<file path="src/hw/rtl/multi_stream_audio_frame_mixer_defines.svh">
// Assertion macros for the multi-stream audio frame mixer.
// No dependencies; included by the mixer top, the module that carries the assertions.
`ifndef MULTI_STREAM_AUDIO_FRAME_MIXER_DEFINES_SVH
`define MULTI_STREAM_AUDIO_FRAME_MIXER_DEFINES_SVH

// same-cycle implication, sampled on i_clk, off during reset
`define MSAFM_ASSERT_SAME(lbl, ante, cons, msg) \
    lbl: assert property (@(posedge i_clk) disable iff (!i_rst_n) (ante) |-> (cons)) \
        else $error(msg);

// next-cycle implication
`define MSAFM_ASSERT_NEXT(lbl, ante, cons, msg) \
    lbl: assert property (@(posedge i_clk) disable iff (!i_rst_n) (ante) |=> (cons)) \
        else $error(msg);

`endif

</file>
<file path="src/hw/rtl/msafm_pkg.sv">
// Shared types and constants of the multi-stream audio frame mixer.
// No dependencies.
package msafm_pkg;

    localparam int DEF_CHANNELS   = 8;
    localparam int DEF_FIFO_DEPTH = 2048;
    localparam int DEF_FRAME_LEN  = 320;

    localparam int SAMPLE_W = 16;
    localparam int CFG_W    = 16;
    localparam int FILL_W   = 12;
    // |sample * gain| >> 12 fits in this many bits
    localparam int MAG_W    = 20;
    localparam int DIV_BITS = 4;

    localparam logic [FILL_W-1:0] RST_MIN_FILL = 12'd320;
    localparam logic [15:0]       RST_GAIN     = 16'd4096;
    localparam logic [15:0]       RST_UNSCALED = 16'd9900;
    localparam logic [15:0]       UNITY_GAIN   = 16'd4096;

    typedef enum logic [1:0] {
        CMD_PUSH   = 2'd0,
        CMD_PULL   = 2'd1,
        CMD_CLEAR  = 2'd2,
        CMD_UNUSED = 2'd3
    } t_cmd;

    typedef enum logic [1:0] {
        ST_PUSHED   = 2'd0,
        ST_DROPPED  = 2'd1,
        ST_NO_FRAME = 2'd2,
        ST_MIXED    = 2'd3
    } t_status;

    typedef enum logic [1:0] {
        REG_MIN_FILL = 2'd0,
        REG_GAIN     = 2'd1,
        REG_UNSCALED = 2'd2
    } t_reg_idx;

    typedef struct packed {
        logic [1:0]                 command;
        logic [15:0]                stream_id;
        logic signed [SAMPLE_W-1:0] sample;
        logic                       block_end;
    } t_in_item;

    typedef struct packed {
        logic [1:0]                 status;
        logic signed [SAMPLE_W-1:0] mixed_sample;
        logic                       last_in_frame;
    } t_out_item;

endpackage

</file>
<file path="src/hw/rtl/msafm_div.sv">
// Radix-16 restoring divider: magnitude by a small stream count, signed result.
// Depends on msafm_pkg.
module msafm_div
    import msafm_pkg::*;
#(
    parameter int NW = 4
) (
    input  logic                       i_clk,
    input  logic                       i_rst_n,
    input  logic                       i_start,
    input  logic [MAG_W-1:0]           i_num,
    input  logic                       i_neg,
    input  logic [NW-1:0]              i_den,
    output logic                       o_done,
    output logic signed [SAMPLE_W-1:0] o_quot
);

    localparam int STEPS = (MAG_W + DIV_BITS - 1) / DIV_BITS;
    localparam int KW    = $clog2(STEPS + 1);

    logic [KW-1:0]    r_cnt, n_cnt;
    logic [MAG_W-1:0] r_q, n_q;
    logic [NW-1:0]    r_rem, n_rem;
    logic [NW-1:0]    r_den;
    logic             r_neg;
    logic             r_done, n_done;

    always_comb begin
        logic [NW:0]      rem;
        logic [MAG_W-1:0] q;
        rem = {1'b0, r_rem};
        q   = r_q;
        for (int i = 0; i < DIV_BITS; i++) begin
            rem = {rem[NW-1:0], q[MAG_W-1]};
            q   = {q[MAG_W-2:0], 1'b0};
            if (rem >= {1'b0, r_den}) begin
                rem  = rem - {1'b0, r_den};
                q[0] = 1'b1;
            end
        end
        n_q    = q;
        n_rem  = rem[NW-1:0];
        n_cnt  = r_cnt;
        n_done = 1'b0;
        if (r_cnt != '0) begin
            n_cnt  = r_cnt - KW'(1);
            n_done = (r_cnt == KW'(1));
        end
    end

    always_ff @(posedge i_clk) begin
        if (!i_rst_n) begin
            r_cnt  <= '0;
            r_done <= 1'b0;
        end else if (i_start) begin
            r_cnt  <= KW'(STEPS);
            r_done <= 1'b0;
        end else begin
            r_cnt  <= n_cnt;
            r_done <= n_done;
        end
        if (i_start) begin
            r_q   <= i_num;
            r_rem <= '0;
            r_den <= i_den;
            r_neg <= i_neg;
        end else if (r_cnt != '0) begin
            r_q   <= n_q;
            r_rem <= n_rem;
        end
    end

    assign o_done = r_done;
    assign o_quot = r_neg ? -$signed(r_q[SAMPLE_W-1:0]) : $signed(r_q[SAMPLE_W-1:0]);

endmodule

</file>
<file path="config.mk">
export PLATFORM = sky130hd
export DESIGN_NAME = msafm_div
export DESIGN_NICKNAME = d
export VERILOG_FILES = /design/src/hw/rtl/multi_stream_audio_frame_mixer_defines.svh /design/src/hw/rtl/msafm_pkg.sv /design/src/hw/rtl/msafm_div.sv
export SDC_FILE = /design/constraint.sdc
export NUM_CORES = 1
export LEC_CHECK = 0
export BUFFER_PORTS_ARGS = -buffer_cell sky130_fd_sc_hd__buf_4
export CAP_MARGIN = 20
export CORE_ASPECT_RATIO = 0.75
export CORE_MARGIN = 1.5
export CORE_UTILIZATION = 61
export CTS_CLUSTER_DIAMETER = 120
export CTS_CLUSTER_SIZE = 20
export DETAILED_ROUTE_END_ITERATION = 10
export PLACE_DENSITY = 0.89
export SYNTH_ARGS = -nofsm -noshare
export SYNTH_HDL_FRONTEND = slang
export SYNTH_SLANG_ARGS = --single-unit
</file>
<file path="constraint.sdc">
create_clock -name i_clk -period 16.6 [get_ports i_clk]
set_clock_uncertainty 0.1 [all_clocks]
set_input_delay 3.32 -clock i_clk [delete_from_list [all_inputs] [get_ports i_clk]]
set_output_delay 3.32 -clock i_clk [all_outputs]
set_load 0.02 [all_outputs]
</file>
==> impl_metrics.ini, run 1 <==
[global_routing]
grtUsageTotal = 0.267
grt_max_degree = 41
gr-total-overflow = 0
grt_pass1_wl_um = 9200
antenna_found_initial = 0
grt_pass1_vias = 1972

[floorplan]
placeableCoreArea_um2 = 4030
die-area_um2 = 4580
die_y_um = 59.0
die_x_um = 77.7
start_util = 0.633
rows = 20
ioPinCount = 45

[clock_network]
clk_latency_ps = 290
postCtsSetupBuffers = 0
cts_root_buf = clkbuf_8
post_cts_resized = 0
cts_buffer_depth = 2
cts_tree = done
clk_pin_slew_worst_paths_ps = 70
clkSinkCount = 33
ctsHoldBuffers = 0
htreeDepth = 2
cts_buffers = 5

[logic_synthesis]
synth_edf_count = 25
syn_area_per_cell_um2 = 10.5
synth_top_area_share = 0.294
async_flop_share = 0
synth_warnings = 0
synthTopCellsByArea = edfxtp_1 (29%), ha_1 (9.8%), mux2_2 (9.3%)
yosysTopAreaCell = edfxtp_1
synth-seq-area-share = 0.357
syn_nets = 294
ys_ff_latch = 33
synthesis.area_um2 = 2550
syn_inst = 242
yosysUniqueCellTypes = 51
synth_ff_type = edfxtp_1

[detailed_routing]
wl_um = 5570
drtIter0Drc = 168
drtAntennaViolNets = 0
wl_per_cell_um = 16.3
vias = 2073
vias_per_cell = 6.08
drcViolationCount = 0
dr.pass1.iters = 5

[final_layout]
regArea_um2 = 911
design_area_um2 = 3040
area_delta_synth_final_pct = 19.3
drive_above_1_share = 0.294
diodes = 0
final_common_cell = buf_4
n_fill_cell = 265
mostFrequentLayoutCells = buf_4 (44), edfxtp_1 (25), mux2_2 (21)
final_cells = 341
nets = 337
multi_input_comb_area_um2 = 1530

[critical_path]
slowest_stage = edfxtp_1
startpoint_type = register
cp_common_cell = ha_1
cp.arrival_ps = 7110
setup.worst_path.end_class = register
critPathRequiredTime_ps = 16680
cpPeakStageDelay_ps = 480
crit_fanout = 7
path_class = register to register

[sta]
setup_viol_count_final = 0
finalMaxSlewViolations = 0
fin_crit_sh = 0.424
period_minus_slack_ps = 7040
tightest_slew_ps = 956
tns_ps = 0
hold_viol_final = 0
relSlewSlack = 0.363
finalWorstSetupSlack_ps = 9560
timing.fmax_mhz = 142
rsz0062_at_grt = false

[placed_design]
dpl_cell_area_um2 = 2910
detailedPlace.worstSlack_ps = 9730
post-place-cells = 333
io_buffers = 44
place.gp.congestion = 0.867
hpwl_um = 4290

[hold_path]
hold_path.class = register to register

[outcome]
status = finished clean

[job]
max-cap-violations = 0
## critical path, delay by kind of cell, from the launching register on
family                     cells  cell delay [ps]
muxes                          3              980
AOI/OAI and AO/OA             11             3040
and+or+nand+nor                6              780
buffers and inverters          3              410
adders and majority gates      4             1150
DFF                            1              480
## through the flow
stage                util  hold WS, ps
floorplan               -          374
global placement    0.722          388
detailed placement  0.722          435
CTS                 0.755          445
global route        0.755          478
finish              0.755          444
## Yosys cell counts (3+ instances only)
library cell  instances
fa_1                  4
inv_1                18
nor3_1                9
a2111oi_0             3
a21oi_1               4
o21ai_0              10
xnor2_1              18
ha_1                 20
nor2_1               12
nand2_1              17
clkbuf_1              3
o21a_1                4
dfxtp_1               8
o31ai_1               6
edfxtp_1             25
buf_1                 3
a21o_1                3
or3_1                 3
mux2i_1               6
nand2b_1              9
mux2_2               21
## final cells by class
cell class	instances	area share
clock buffer	5	0.0226
tap	55	0.0226
clock inverter	3	0.0214
multi-input combinational	183	0.503
sequential	33	0.299
inverter	18	0.0222
timing repair buffer	44	0.109
## worst paths after layout
path                                end  slack [ps]             startpoint  cells past startpoint
setup / recovery  r_rem[1]$_SDFFE_PP0N_        9560     r_den[1]$_DFFE_PP_                     27
setup reg to reg  r_rem[1]$_SDFFE_PP0N_        9560     r_den[1]$_DFFE_PP_                     27
hold / removal    r_cnt[1]$_SDFFE_PP0N_         440  r_cnt[1]$_SDFFE_PP0N_                      2
hold reg to reg   r_cnt[1]$_SDFFE_PP0N_         440  r_cnt[1]$_SDFFE_PP0N_                      2
## registers in the layout (all words and copies together), names as in the netlist
name / count
o_done: 1
r_cnt: 3
r_den: 4
r_neg: 1
r_q: 20
r_rem: 4
## cells by family (layout without fill, tap and decap cells)
family | Yosys count | in the layout | synth area share
xor gates and xnor gates | 20 | 20 | 0.0687
adders and majority gates | 24 | 24 | 0.130
and+or+nand+nor | 67 | 67 | 0.145
buffers and inverters | 26 | 70 | 0.0427
AOI/OAI and AO/OA | 44 | 44 | 0.135
muxes | 28 | 28 | 0.122
DFF | 33 | 33 | 0.357
## layer usage
metal / share of wire / wire length, um / vias to the layer above / GRT usage
met4: 0.027 / 153 / 0 / 0.122
li1: - / - / 969 / -
met3: 0.060 / 335 / 26 / 0.0585
met1: 0.46 / 2570 / 996 / 0.372
met5: 0 / 0 / - / 0
met2: 0.45 / 2510 / 82 / 0.405
Power of run 1 is not shown: default switching activity piles up to over one toggle a cycle in this logic, so the estimate is an artifact.
==> run 2: changes to the inputs <==
--- a/config.mk
+++ b/config.mk
@@ -9,11 +9,11 @@
 export CAP_MARGIN = 20
 export CORE_ASPECT_RATIO = 0.75
 export CORE_MARGIN = 1.5
-export CORE_UTILIZATION = 61
+export CORE_UTILIZATION = 51
 export CTS_CLUSTER_DIAMETER = 120
 export CTS_CLUSTER_SIZE = 20
 export DETAILED_ROUTE_END_ITERATION = 10
-export PLACE_DENSITY = 0.89
+export PLACE_DENSITY = 0.8
 export SYNTH_ARGS = -nofsm -noshare
 export SYNTH_HDL_FRONTEND = slang
 export SYNTH_SLANG_ARGS = --single-unit
==> constraint.sdc (replaced) <==
create_clock -name i_clk -period 6 [get_ports i_clk]
set_clock_uncertainty 0.1 [all_clocks]
set_input_delay 1.2 -clock i_clk [delete_from_list [all_inputs] [get_ports i_clk]]
set_output_delay 1.2 -clock i_clk [all_outputs]
set_load 0.02 [all_outputs]
==> impl_metrics.ini, run 2 (same netlist as run 1, synthesis figures left out) <==
[critical_path]
r2r_slack_ps = -20
reg2reg_depth = 26
startpoint_type = register
critPathRequiredTime_ps = 6070
path_class = register to register
crit_fanout = 4
cp.arrival_ps = 6090
setup.worst_path.end_class = register

[clock_network]
cts_buffers = 5
clk_latency_ps = 290
clkSinkCount = 33
htreeDepth = 2
clk_pin_slew_worst_paths_ps = 60
ctsHoldBuffers = 0
cts_buffer_depth = 2
cts_root_buf = clkbuf_8
cts_tree = done

[floorplan]
die_x_um = 84.7
ioPinCount = 45
start_util = 0.526
rows = 22
die_y_um = 64.2
placeableCoreArea_um2 = 4840
die-area_um2 = 5440

[hold_path]
hold_path.class = register to register
min_path_cells = 2

[placed_design]
hpwl_um = 4410
place.gp.congestion = 0.952
detailedPlace.worstSlack_ps = -141
dpl_cell_area_um2 = 3030
io_buffers = 44

[sta]
finalWorstSetupSlack_ps = -19.5
rsz0062_at_grt = true
timing.fmax_mhz = 166
hold_viol_final = 0
tightest_slew_ps = 920
fin_crit_sh = 1.00
relSlewSlack = 0.387
finalMaxSlewViolations = 0
period_minus_slack_ps = 6020
setup_viol_count_final = 2

[global_routing]
grt_max_degree = 41
antenna_found_initial = 0
grtUsageTotal = 0.221
grt_pass1_vias = 1937
gr-total-overflow = 0
grt_pass1_wl_um = 9250

[final_layout]
n_fill_cell = 363
mostFrequentLayoutCells = buf_4 (64), edfxtp_1 (25), xnor2_1 (18), mux2_2 (18), nand2_1 (17)
area_delta_synth_final_pct = 31.7
top_regs = r_q: 20 flops, r_den: 4 flops, r_rem: 4 flops
drive_above_1_share = 0.423
design_area_um2 = 3360
nets = 358
final_common_cell = buf_4
largest_register_ffs = 20
diodes = 0
largest_register = r_q
fin_util = 0.693

[outcome]
violations = negative setup slack
status = complete, but fails checks

[detailed_routing]
drtAntennaViolNets = 0
drtIter0Drc = 190
vias_per_cell = 5.83
vias = 2141
wl_per_cell_um = 17.0
wl_um = 6250
drcViolationCount = 0
dr.pass1.iters = 5

[job]
max-cap-violations = 0
run 2: changes by cell type in the layout (fill, tap and decap cells not counted), sizes merged:
cell and change:
buf +21, clkinv +2, bufinv -2
run 2: routing by layer:
metal,global-route usage,part of all wire,vias to the layer above,routed length [um]
met5,0,0,-,0
li1,-,-,1014,-
met3,0.0478,0.078,22,490
met4,0.0927,0.031,0,192
met2,0.345,0.46,97,2890
met1,0.298,0.43,1008,2670
run 2: layout make-up:
class,instances,area [um^2],share of cell area
multi-input cells,183,1730,0.516
flip-flops and latches,33,911,0.271
repair buffers,65,492,0.146
well taps,60,75.1,0.0224
clock buffers,5,68.8,0.0205
inverters,18,67.6,0.0201
clock inverters,3,12.5,0.00373
run 2: path summary, 6_finish.rpt:
| kind | startpoint | end |
|---|---|---|
| setup / recovery | r_den[0]$_DFFE_PP_ | r_rem[1]$_SDFFE_PP0N_ |
| hold / removal | r_cnt[1]$_SDFFE_PP0N_ | r_cnt[1]$_SDFFE_PP0N_ |
| setup reg to reg | r_den[0]$_DFFE_PP_ | r_rem[1]$_SDFFE_PP0N_ |
| hold reg to reg | r_cnt[1]$_SDFFE_PP0N_ | r_cnt[1]$_SDFFE_PP0N_ |
run 2: metrics by stage:
stage / std cells / hold WS [ps] / setup TNS [ps]
floorplan: 242 / 374 / 0
global placement: 352 / 387 / 0
detailed placement: 352 / 401 / -414
CTS: 361 / 410 / 0
global route: 367 / 454 / -501
finish: 367 / 407 / -36.2
run 2: timing repair:
action,4_1_cts,5_1_grt
buffers inserted,1,6
resized for setup,5,36
setup endpoints to repair,4,5
pin swaps,3,13
run 2: worst max-delay path, cell delays in order (launching register included):
cell and delay (ps):
edfxtp_1 450, ha_4 200, inv_1 60, fa_1 370, nor2_1 120, nand2_1 80
a211o_2 310, and2_2 200, ha_2 340, nor2_1 50, nor3_2 240, a21o_1 180
mux2_4 330, inv_2 70, ha_4 200, a2111oi_4 360, or3_4 210, a21bo_4 240
mux2i_4 190, buf_6 140, mux2i_2 240, ha_1 290, a21o_1 180, a21oi_2 210
o211a_1 210, nor4b_2 50, a311o_1 300
Power of run 2 is left out for the same reason.
